### src/design/lkct_pkg.sv
// Shared types for the LRU key cache tracker.
`timescale 1ns / 1ps

package lkct_pkg;

  localparam int unsigned KeyW     = 31;
  localparam int unsigned OutSlotW = 4;

  typedef enum logic [0:0] {
    ST_IDLE   = 1'b0,
    ST_UPDATE = 1'b1
  } state_e;

  // Commands from the controller to the datapath.
  typedef struct packed {
    logic capture;  // register the key and the match vector
    logic update;   // rewrite the recency chain and register the result
  } cmd_t;

endpackage

### src/design/lkct_ctrl.sv
// Controller state machine of the LRU key cache tracker.
`timescale 1ns / 1ps

module lkct_ctrl
  import lkct_pkg::*;
(
  input  logic clk_i,
  input  logic rst_ni,
  input  logic start_i,
  output logic busy_o,
  output cmd_t cmd_o
);

  state_e state_q, state_d;

  always_ff @(posedge clk_i or negedge rst_ni) begin
    if (!rst_ni) begin
      state_q <= ST_IDLE;
    end else begin
      state_q <= state_d;
    end
  end

  always_comb begin
    state_d = state_q;
    unique case (state_q)
      ST_IDLE: begin
        if (start_i) state_d = ST_UPDATE;
      end
      ST_UPDATE: begin
        state_d = ST_IDLE;
      end
      default: state_d = ST_IDLE;
    endcase
  end

  always_comb begin
    busy_o        = 1'b0;
    cmd_o.capture = 1'b0;
    cmd_o.update  = 1'b0;
    unique case (state_q)
      ST_IDLE: begin
        cmd_o.capture = start_i;
      end
      ST_UPDATE: begin
        busy_o       = 1'b1;
        cmd_o.update = 1'b1;
      end
      default: busy_o = 1'b0;
    endcase
  end

  // A captured transaction always gets its update cycle next.
  assert property (@(posedge clk_i) disable iff (!rst_ni)
    cmd_o.capture |=> cmd_o.update)
    else $error("capture not followed by update");

endmodule

### src/design/lkct_dpath.sv
// Datapath of the LRU key cache tracker: recency chain, key compare, result register.
`timescale 1ns / 1ps

module lkct_dpath
  import lkct_pkg::*;
#(
  parameter int unsigned CAPACITY = 16
) (
  input  logic                clk_i,
  input  logic                rst_ni,
  input  cmd_t                cmd_i,
  input  logic [KeyW-1:0]     lookup_key_i,
  output logic                result_valid_o,
  output logic                hit_o,
  output logic [OutSlotW-1:0] slot_o,
  output logic                evicted_o,
  output logic [KeyW-1:0]     evicted_key_o
);

  localparam int unsigned SlotW = (CAPACITY > 1) ? $clog2(CAPACITY) : 1;
  localparam int unsigned OccW  = $clog2(CAPACITY + 1);

  logic [KeyW-1:0]     keys_q  [CAPACITY];
  logic [KeyW-1:0]     keys_d  [CAPACITY];
  logic [SlotW-1:0]    slots_q [CAPACITY];
  logic [SlotW-1:0]    slots_d [CAPACITY];
  logic [OccW-1:0]     occ_q, occ_d;
  logic [KeyW-1:0]     key_q;
  logic [CAPACITY-1:0] match_q, match_d;

  logic                valid_q;
  logic                hit_q, hit_d;
  logic [OutSlotW-1:0] slot_q, slot_d;
  logic                evicted_q, evicted_d;
  logic [KeyW-1:0]     evicted_key_q, evicted_key_d;

  logic                full;
  logic [CAPACITY-1:0] target;
  logic [CAPACITY:0]   upto;
  logic [SlotW-1:0]    slot_hit;
  logic [SlotW-1:0]    slot_sel;
  logic [SlotW+OutSlotW-1:0] slot_wide;

  assign full = (occ_q == OccW'(CAPACITY));

  // Compare the incoming key against every valid chain entry.
  always_comb begin
    for (int i = 0; i < CAPACITY; i++) begin
      match_d[i] = (OccW'(i) < occ_q) && (keys_q[i] == lookup_key_i);
    end
  end

  always_ff @(posedge clk_i) begin
    if (cmd_i.capture) begin
      key_q   <= lookup_key_i;
      match_q <= match_d;
    end
  end

  // One-hot chain position that leaves its place; positions 0..that one shift back.
  always_comb begin
    for (int i = 0; i < CAPACITY; i++) begin
      target[i] = (occ_q == OccW'(i));
    end
    if (|match_q) begin
      target = match_q;
    end else if (full) begin
      target = {1'b1, {(CAPACITY-1){1'b0}}};
    end
    upto = ({1'b0, target} << 1) - (CAPACITY+1)'(1);
  end

  always_comb begin
    slot_hit = '0;
    for (int i = 0; i < CAPACITY; i++) begin
      slot_hit = slot_hit | (match_q[i] ? slots_q[i] : '0);
    end
    if (|match_q) begin
      slot_sel = slot_hit;
    end else if (full) begin
      slot_sel = slots_q[CAPACITY-1];
    end else begin
      slot_sel = occ_q[SlotW-1:0];
    end
    slot_wide = {{OutSlotW{1'b0}}, slot_sel};
  end

  always_comb begin
    keys_d  = keys_q;
    slots_d = slots_q;
    if (upto[0]) begin
      keys_d[0]  = key_q;
      slots_d[0] = slot_sel;
    end
    for (int i = 1; i < CAPACITY; i++) begin
      if (upto[i]) begin
        keys_d[i]  = keys_q[i-1];
        slots_d[i] = slots_q[i-1];
      end
    end
  end

  always_comb begin
    occ_d = occ_q;
    if (!(|match_q) && !full) occ_d = occ_q + OccW'(1);
    hit_d         = |match_q;
    slot_d        = slot_wide[OutSlotW-1:0];
    evicted_d     = !(|match_q) && full;
    evicted_key_d = evicted_d ? keys_q[CAPACITY-1] : '0;
  end

  always_ff @(posedge clk_i) begin
    if (cmd_i.update) begin
      keys_q        <= keys_d;
      slots_q       <= slots_d;
      hit_q         <= hit_d;
      slot_q        <= slot_d;
      evicted_q     <= evicted_d;
      evicted_key_q <= evicted_key_d;
    end
  end

  always_ff @(posedge clk_i or negedge rst_ni) begin
    if (!rst_ni) begin
      occ_q   <= '0;
      valid_q <= 1'b0;
    end else begin
      valid_q <= cmd_i.update;
      if (cmd_i.update) occ_q <= occ_d;
    end
  end

  assign result_valid_o = valid_q;
  assign hit_o          = hit_q;
  assign slot_o         = slot_q;
  assign evicted_o      = evicted_q;
  assign evicted_key_o  = evicted_key_q;

  // Keys in the chain are unique, so at most one entry matches.
  assert property (@(posedge clk_i) disable iff (!rst_ni)
    cmd_i.update |-> $onehot0(match_q))
    else $error("more than one chain entry matched");

  assert property (@(posedge clk_i) disable iff (!rst_ni)
    occ_q <= OccW'(CAPACITY))
    else $error("occupancy above capacity");

  // Occupancy only grows on a miss with room left.
  assert property (@(posedge clk_i) disable iff (!rst_ni)
    result_valid_o && (hit_o || evicted_o) |-> $stable(occ_q))
    else $error("occupancy changed on hit or eviction");

  assert property (@(posedge clk_i) disable iff (!rst_ni)
    result_valid_o && !evicted_o |-> (evicted_key_o == '0))
    else $error("evicted key not zero without eviction");

endmodule

### src/design/lru_key_cache_tracker_unit.sv
// Top level of the LRU key cache tracker.
`timescale 1ns / 1ps
//
//  channel   | handshake                 | payload
//  ----------+---------------------------+--------------------------------------
//  lookup    | start_i, busy_o           | lookup_key_i
//  result    | result_valid_o (strobe)   | hit_o, slot_o, evicted_o, evicted_key_o
//
//  A transaction is taken when start_i is high and busy_o is low. The key is
//  compared against all chain entries at that edge; the next cycle rewrites
//  the recency chain with busy_o high, so no new lookup is taken until the
//  compare-then-shift sequence of the controller has finished.
//  The result strobe is high for one cycle, the cycle after the update.
//  Reset empties the chain (occupancy zero) at once; no clearing pass.
//  The result receiver cannot stall the block.

module lru_key_cache_tracker_unit
  import lkct_pkg::*;
#(
  parameter int unsigned CAPACITY = 16
) (
  input  logic                clk_i,
  input  logic                rst_ni,
  input  logic                start_i,
  output logic                busy_o,
  input  logic [KeyW-1:0]     lookup_key_i,
  output logic                result_valid_o,
  output logic                hit_o,
  output logic [OutSlotW-1:0] slot_o,
  output logic                evicted_o,
  output logic [KeyW-1:0]     evicted_key_o
);

  cmd_t cmd;

  lkct_ctrl u_ctrl (
    .clk_i   (clk_i),
    .rst_ni  (rst_ni),
    .start_i (start_i),
    .busy_o  (busy_o),
    .cmd_o   (cmd)
  );

  lkct_dpath #(
    .CAPACITY (CAPACITY)
  ) u_dpath (
    .clk_i          (clk_i),
    .rst_ni         (rst_ni),
    .cmd_i          (cmd),
    .lookup_key_i   (lookup_key_i),
    .result_valid_o (result_valid_o),
    .hit_o          (hit_o),
    .slot_o         (slot_o),
    .evicted_o      (evicted_o),
    .evicted_key_o  (evicted_key_o)
  );

endmodule
### config.mk
export PLATFORM = sky130hd
export DESIGN_NAME = lru_key_cache_tracker_unit
export DESIGN_NICKNAME = d
export VERILOG_FILES = /design/src/design/lkct_pkg.sv /design/src/design/lkct_ctrl.sv /design/src/design/lkct_dpath.sv /design/src/design/lru_key_cache_tracker_unit.sv
export SDC_FILE = /design/constraint.sdc
export NUM_CORES = 1
export LEC_CHECK = 0
export BUFFER_PORTS_ARGS = -buffer_cell sky130_fd_sc_hd__buf_2
export CORE_MARGIN = 8
export CORE_UTILIZATION = 55
export DETAILED_ROUTE_END_ITERATION = 8
export PLACE_DENSITY_LB_ADDON = 0.08
export SLEW_MARGIN = 40
export SYNTH_ARGS = -nofsm -noshare
export SYNTH_HDL_FRONTEND = slang
export SYNTH_SLANG_ARGS = --single-unit
### constraint.sdc
create_clock -name clk_i -period 7.8 [get_ports clk_i]
set_input_delay 0.78 -clock clk_i [delete_from_list [all_inputs] [get_ports clk_i]]
set_output_delay 0.78 -clock clk_i [all_outputs]
set_load 0.1 [all_outputs]
## Word-level counts from Yosys, hierarchy flattened

Cells that the tools add are included.

| cells by class | value |
|---|---|
| bitwise gates (word level) | 16 |
| $add $sub $neg | 2 |
| reductions and logical operators | 39 |
| muxes and demuxes | 24 |
| order comparisons | 16 |
| equality and inequality tests | 31 |

Operators by type and width:

| cell | count |
|---|---|
| 31-bit equality test | 16 |
| 4-bit 2-to-1 mux | 18 |
| 4-bit OR | 15 |
| 4-bit by 5-bit less-than comparator with 1-bit output, first input constant | 8 |
| 5-bit by 4-bit equality test with 1-bit output, second input constant | 7 |
| 2-bit AND reduction | 17 |
| 15-bit 2-to-1 mux | 2 |
| 5-bit by 3-bit equality test with 1-bit output, second input constant | 4 |
| 3-bit by 5-bit less-than comparator with 1-bit output, first input constant | 4 |
| 1-bit logical AND | 18 |
| 16-bit OR reduction | 1 |
| 16-bit by 1-bit subtractor with 16-bit output, second input constant | 1 |
| 5-bit by 2-bit equality test with 1-bit output, second input constant | 2 |
| 1-bit by 5-bit less-than comparator with 1-bit output, first input constant | 2 |
| 2-bit by 5-bit less-than comparator with 1-bit output, first input constant | 2 |
| 5-bit by 1-bit adder with 5-bit output, second input constant | 1 |
| 5-bit by 1-bit equality test with 1-bit output, second input constant | 1 |
| 5-bit equality test, second input constant | 1 |
| 5-bit logical NOT | 1 |
| 1-bit 2-to-1 mux | 3 |
| 1-bit logical NOT | 2 |
| 1-bit one-hot mux with 2 select lines | 1 |
| 1-bit NOT | 1 |

| storage, ports and cells | value |
|---|---|
| output and inout bits | 39 |
| bits of input ports | 34 |
| bits in registers | 651 |
| logic and storage cells | 169 |

## Longest topological paths before layout

| depth | value |
|---|---|
| depth after elaboration | 17 |
| gate-level depth with buffers | 12 |
| gate-level depth less buffers | 10 |

## By module

Synthesis repeated with hierarchy kept, for this count alone.

| unflattened totals | value |
|---|---|
| cell total of the unflattened synthesis | 1626 |
| area, all modules | 26651.8 um^2 |

Modules (own cells, without submodules):

| module | cells an instance | sequential area each (um^2) | instances | area an instance (um^2) |
|---|---|---|---|---|
| lkct_dpath | 1622 | 19368.6 | 1 | 26598.0 |
| lkct_ctrl | 4 | 25.0 | 1 | 53.8 |

## Worst setup path before layout

No wires, ideal clock.

| timing | value |
|---|---|
| kind | register to register |
| start | register u_ctrl.state_q |
| end | register u_dpath.keys_q[0] (netlist name) (enable) |
| slack | 0.918 ns |
| stages on the path, launching flop included | 4 |
| path buffers | 1 |
| arrival time | 6.357 ns |
| required time | 7.275 ns |
| library setup time | 0.525 ns |
| clock period less this slack | 6.882 ns |
| cell sequence | dfrtp_1 clkbuf_1 nand2_1 o41ai_1 |

| on the way | value |
|---|---|
| cells in the longest elaborated chain, start to end | 2 |

Ends and longest elaborated chain:

| element | RTL line | text |
|---|---|---|
| start, declared | lkct_ctrl.sv:14 | `state_e state_q, state_d;` |
| start signal, assigned | lkct_ctrl.sv:20 | `state_q <= state_d;` |
| 1-bit 2-to-1 mux | lkct_ctrl.sv:41 | `unique case (state_q)` |
| 2-bit AND reduction (no line) | - |  |
| end signal, assigned | lkct_dpath.sv:114 | `keys_q <= keys_d;` |
| end, declared | lkct_dpath.sv:23 | `logic [KeyW-1:0] keys_q [CAPACITY];` |

Every way passes these cells.
A chain may end at the register's enable or synchronous reset.

## Worst setup path after layout

| timing | value |
|---|---|
| start | register u_dpath.occ_q[1] |
| end | register u_dpath.keys_q[37] (netlist name) (enable) |

| on the way | value |
|---|---|
| cells in the longest elaborated chain, start to end | 5 |
| elaborated cells on any way between the ends | 19 |
| those cells by class | add/sub (1); eq/ne (14); mux (2); reduce/logical (2) |

Ends and longest elaborated chain:

| element | RTL line | text |
|---|---|---|
| start, declared | lkct_dpath.sv:27 | `logic [OccW-1:0] occ_q, occ_d;` |
| start signal, assigned | lkct_dpath.sv:125 | `occ_q <= '0;` |
| start signal, assigned | lkct_dpath.sv:129 | `if (cmd_i.update) occ_q <= occ_d;` |
| 5-bit equality test, or another cell as far along | lkct_dpath.sv:44 | `assign full = (occ_q == OccW'(CAPACITY));` |
| 15-bit 2-to-1 mux (*) | lkct_dpath.sv:67 | `end else if (full) begin` |
| 15-bit 2-to-1 mux (*) | lkct_dpath.sv:65 | `if (\|match_q) begin` |
| 16-bit by 1-bit subtractor with 16-bit output (*) | lkct_dpath.sv:70 | `upto = ({1'b0, target} << 1) - (CAPACITY+1)'(1);` |
| 2-bit AND reduction (no line) (*) | - |  |

Every way passes the cells marked *; elsewhere a longest branch is shown, timed or not.

==> flow_summary.toml <==
[placed_design]
io_buffers = 72
place_congestion = 0.898
hpwl_mm = 51.4

[synthesis]
synth_cell_type_count = 55
synth_fp_nets = 1650
synth-main-ff-cell = "edfxtp_1"
synthesis.area_um2 = 26600
synth_seq_area_share = 0.729
yosys_warnings = 0
synth_cells = 1612
yosys.area.top_type = "edfxtp_1"
synth-async-reset-ratio = 0.0108
synth_area_per_cell_um2 = 16.5
synth-edff-count = 640
ys_seq_elements = 647
synth_area_leaders = "edfxtp_1 72%, xor2_1 13%, xnor2_1 3.2%"
yosysTopAreaCellShare = 0.723

[drt]
vias = 14000
drc = 0
wl_per_cell_um = 29.2
dr.pass1.iters = 5
via_per_inst = 5.92
wl_mm = 69.3
drt-initial-drc-count = 981
ant_nets = 0

[clock_tree]
clock_path_buffers = 3
cts_sinks = 647
cts_tree = "yes"
cts_made_buffers = 67
htreeDepth = 3
cts-root-buf = "clkbuf_16"
ctsResizeCount = 0
cts.clk_slew.worst_paths_ps = 60
clk_latency_ps = 590
cts_setup_buffers = 0

[sta]
fin_crit_sh = 0.516
max_freq_mhz = 248
clock_skew_ps = 23.9
hold_violations = 0
rsz0062_at_grt = "false"
hold_slack_ps = 394
setup_viol = 0
drv_slew = 0
finalSetupTns_ps = 0
worst_pin_slew_ps = 837
period_needed_ps = 4030
slew_headroom = 0.441

[critical_path]
cp.arrival_ps = 4250
slowest_stage = "dfrtp_1"
rr_worst_depth = 9
reg2reg_to = "u_dpath.keys_q[37]"
cp.buffers_inverters = 2
crit_family = "simple AND/OR/NAND/NOR gates"
end_kind = "flop"
cp_max_fo = 35
worst-setup-path-type = "flop to flop"
worstSetupStartpointType = "flop"
crit_required_ps = 8030
rrSetupSlack_ps = 3770
max_stage_delay_ps = 660
crit-reg2reg-launch = "u_dpath.occ_q[1]"
cp_cell_sequence = "inv_1 -> ha_1 -> nand2b_1 -> o22ai_1 -> o31ai_1 -> nor4_2 -> and4_1 -> mux2i_4 -> buf_4"

[finish]
area_growth_pct = 12.7
drive_gt1_frac = 0.131
layout_common_cells = "640 x edfxtp_1, 409 x xor2_1, 102 x nor4_1"
fillers = 3467
layout.nets = 1745
regArea_um2 = 19400
n_antenna_cell = 0
multi_input_area_um2 = 6960
layout_commonest_cell = "edfxtp_1"

[run_status]
status = "completed"

[global_routing]
grt_usage = 0.248
grt_pass1_wl_mm = 99.5
grt_pass1_vias = 14700
grt_antenna_before_repair = 2
grt-ovfl-total = 0
grt_max_degree = 49

[run]
maxCapViolCount = 0

[floorplanning]
die_area_um2 = 55600
top_level_ports = 73
start_util = 0.557
die_w_um = 236
coreArea_um2 = 47700
rows = 80
dieHeight_um = 236

[min_path]
hp-class = "input port to flop"
holdCritStartpoint = "lookup_key_i[9]"
hold_end = "u_dpath.key_q[9]"
hold_depth = 1

[pwr]
power.density_nw_per_um2 = 257
p_leak_uw = 0.0100
design_power_total_uw = 7690
peakVddDrop_uv = 222
routing by layer:
| metal | GRT usage | share of wire |
|---|---|---|
| met1 | 0.287 | 0.39 |
| met2 | 0.436 | 0.51 |
| met3 | 0.0396 | 0.041 |
| met4 | 0.141 | 0.060 |
| met5 | 0 | 0 |
flip-flops by register name, indices dropped and copies added, names as in the netlist:
signal,flops
u_dpath.hit_o,1
u_dpath.result_valid_o,1
u_dpath.key_q,31
u_dpath.evicted_o,1
u_dpath.evicted_key_o,31
u_dpath.keys_q,496
u_dpath.slots_q,60
u_dpath.match_q,16
u_dpath.occ_q,5
u_ctrl.state_q,1
u_dpath.slot_o,4
what timing repair did:
action                     CTS  global route
setup endpoints to repair    0             0
hold endpoints to repair     7             0
hold buffers                 1             0
layout make-up:
class | instances | area share
Clock buffer | 84 | 0.0595
Clock inverter | 34 | 0.0124
Inverter | 4 | 0.000501
Multi-Input combinational cell | 880 | 0.232
Sequential cell | 647 | 0.647
Tap cell | 615 | 0.0257
Timing Repair Buffer | 107 | 0.0224
metrics by stage:
| step | area, um2 | util | setup WS [ps] | std cells |
|---|---|---|---|---|
| detailed placement | 27800 | 0.582 | 3850 | 2252 |
| global placement | 27700 | 0.580 | 3800 | 2246 |
| finish | 30000 | 0.628 | 3770 | 2371 |
| CTS | 30000 | 0.628 | 3850 | 2371 |
| floorplan | 26600 | - | 918 | 1612 |
| global route | 30000 | 0.628 | 3650 | 2371 |
cells by family (layout without fill, tap and decap cells):
family	after synthesis	in the layout	share of synthesized area
simple gates	282	282	0.0631
buf+inv	85	229	0.0135
flops	647	647	0.729
mux	5	5	0.00207
fa+ha+maj	4	4	0.00188
xor+xnor	505	505	0.166
compound gates	84	84	0.0239
worst max-delay path by stage:
stage                          to  cells past startpoint               start  slack, ps
5_1_grt         u_dpath.keys_q[6]                     11  u_dpath.match_q[0]       3650
6_report       u_dpath.keys_q[37]                      9    u_dpath.occ_q[1]       3770
3_3_place_gp   u_dpath.keys_q[48]                      9    u_dpath.occ_q[1]       3800
4_1_cts        u_dpath.keys_q[37]                      9    u_dpath.occ_q[1]       3850
2_1_floorplan   u_dpath.keys_q[0]                      3      u_ctrl.state_q        920
3_5_place_dp   u_dpath.keys_q[48]                      9    u_dpath.occ_q[1]       3850
synthesized netlist by cell type, drive strengths merged (2+ instances only):
cell type / count
a2111oi: 10
a21oi: 6
a22oi: 30
a31oi: 9
a41oi: 5
and2: 37
and4: 2
buf: 28
clkbuf: 53
dfrtp: 7
edfxtp: 640
ha: 4
inv: 4
mux2i: 4
nand2: 15
nand2b: 4
nand3: 15
nand4: 52
nor2: 22
nor2b: 5
nor3: 18
nor3b: 3
nor4: 106
o21a: 2
o21ai: 4
o31a: 4
o31ai: 3
xnor2: 96
xor2: 409
power by group:
group | internal (uW) | leakage (uW) | total, uW | switching, uW
logic | 138 | 0.00296 | 479 | 340
registers | 3950 | 0.00602 | 4050 | 93.6
clock network | 1890 | 0.00106 | 3160 | 1280
Power figures use the tool's default switching activity.
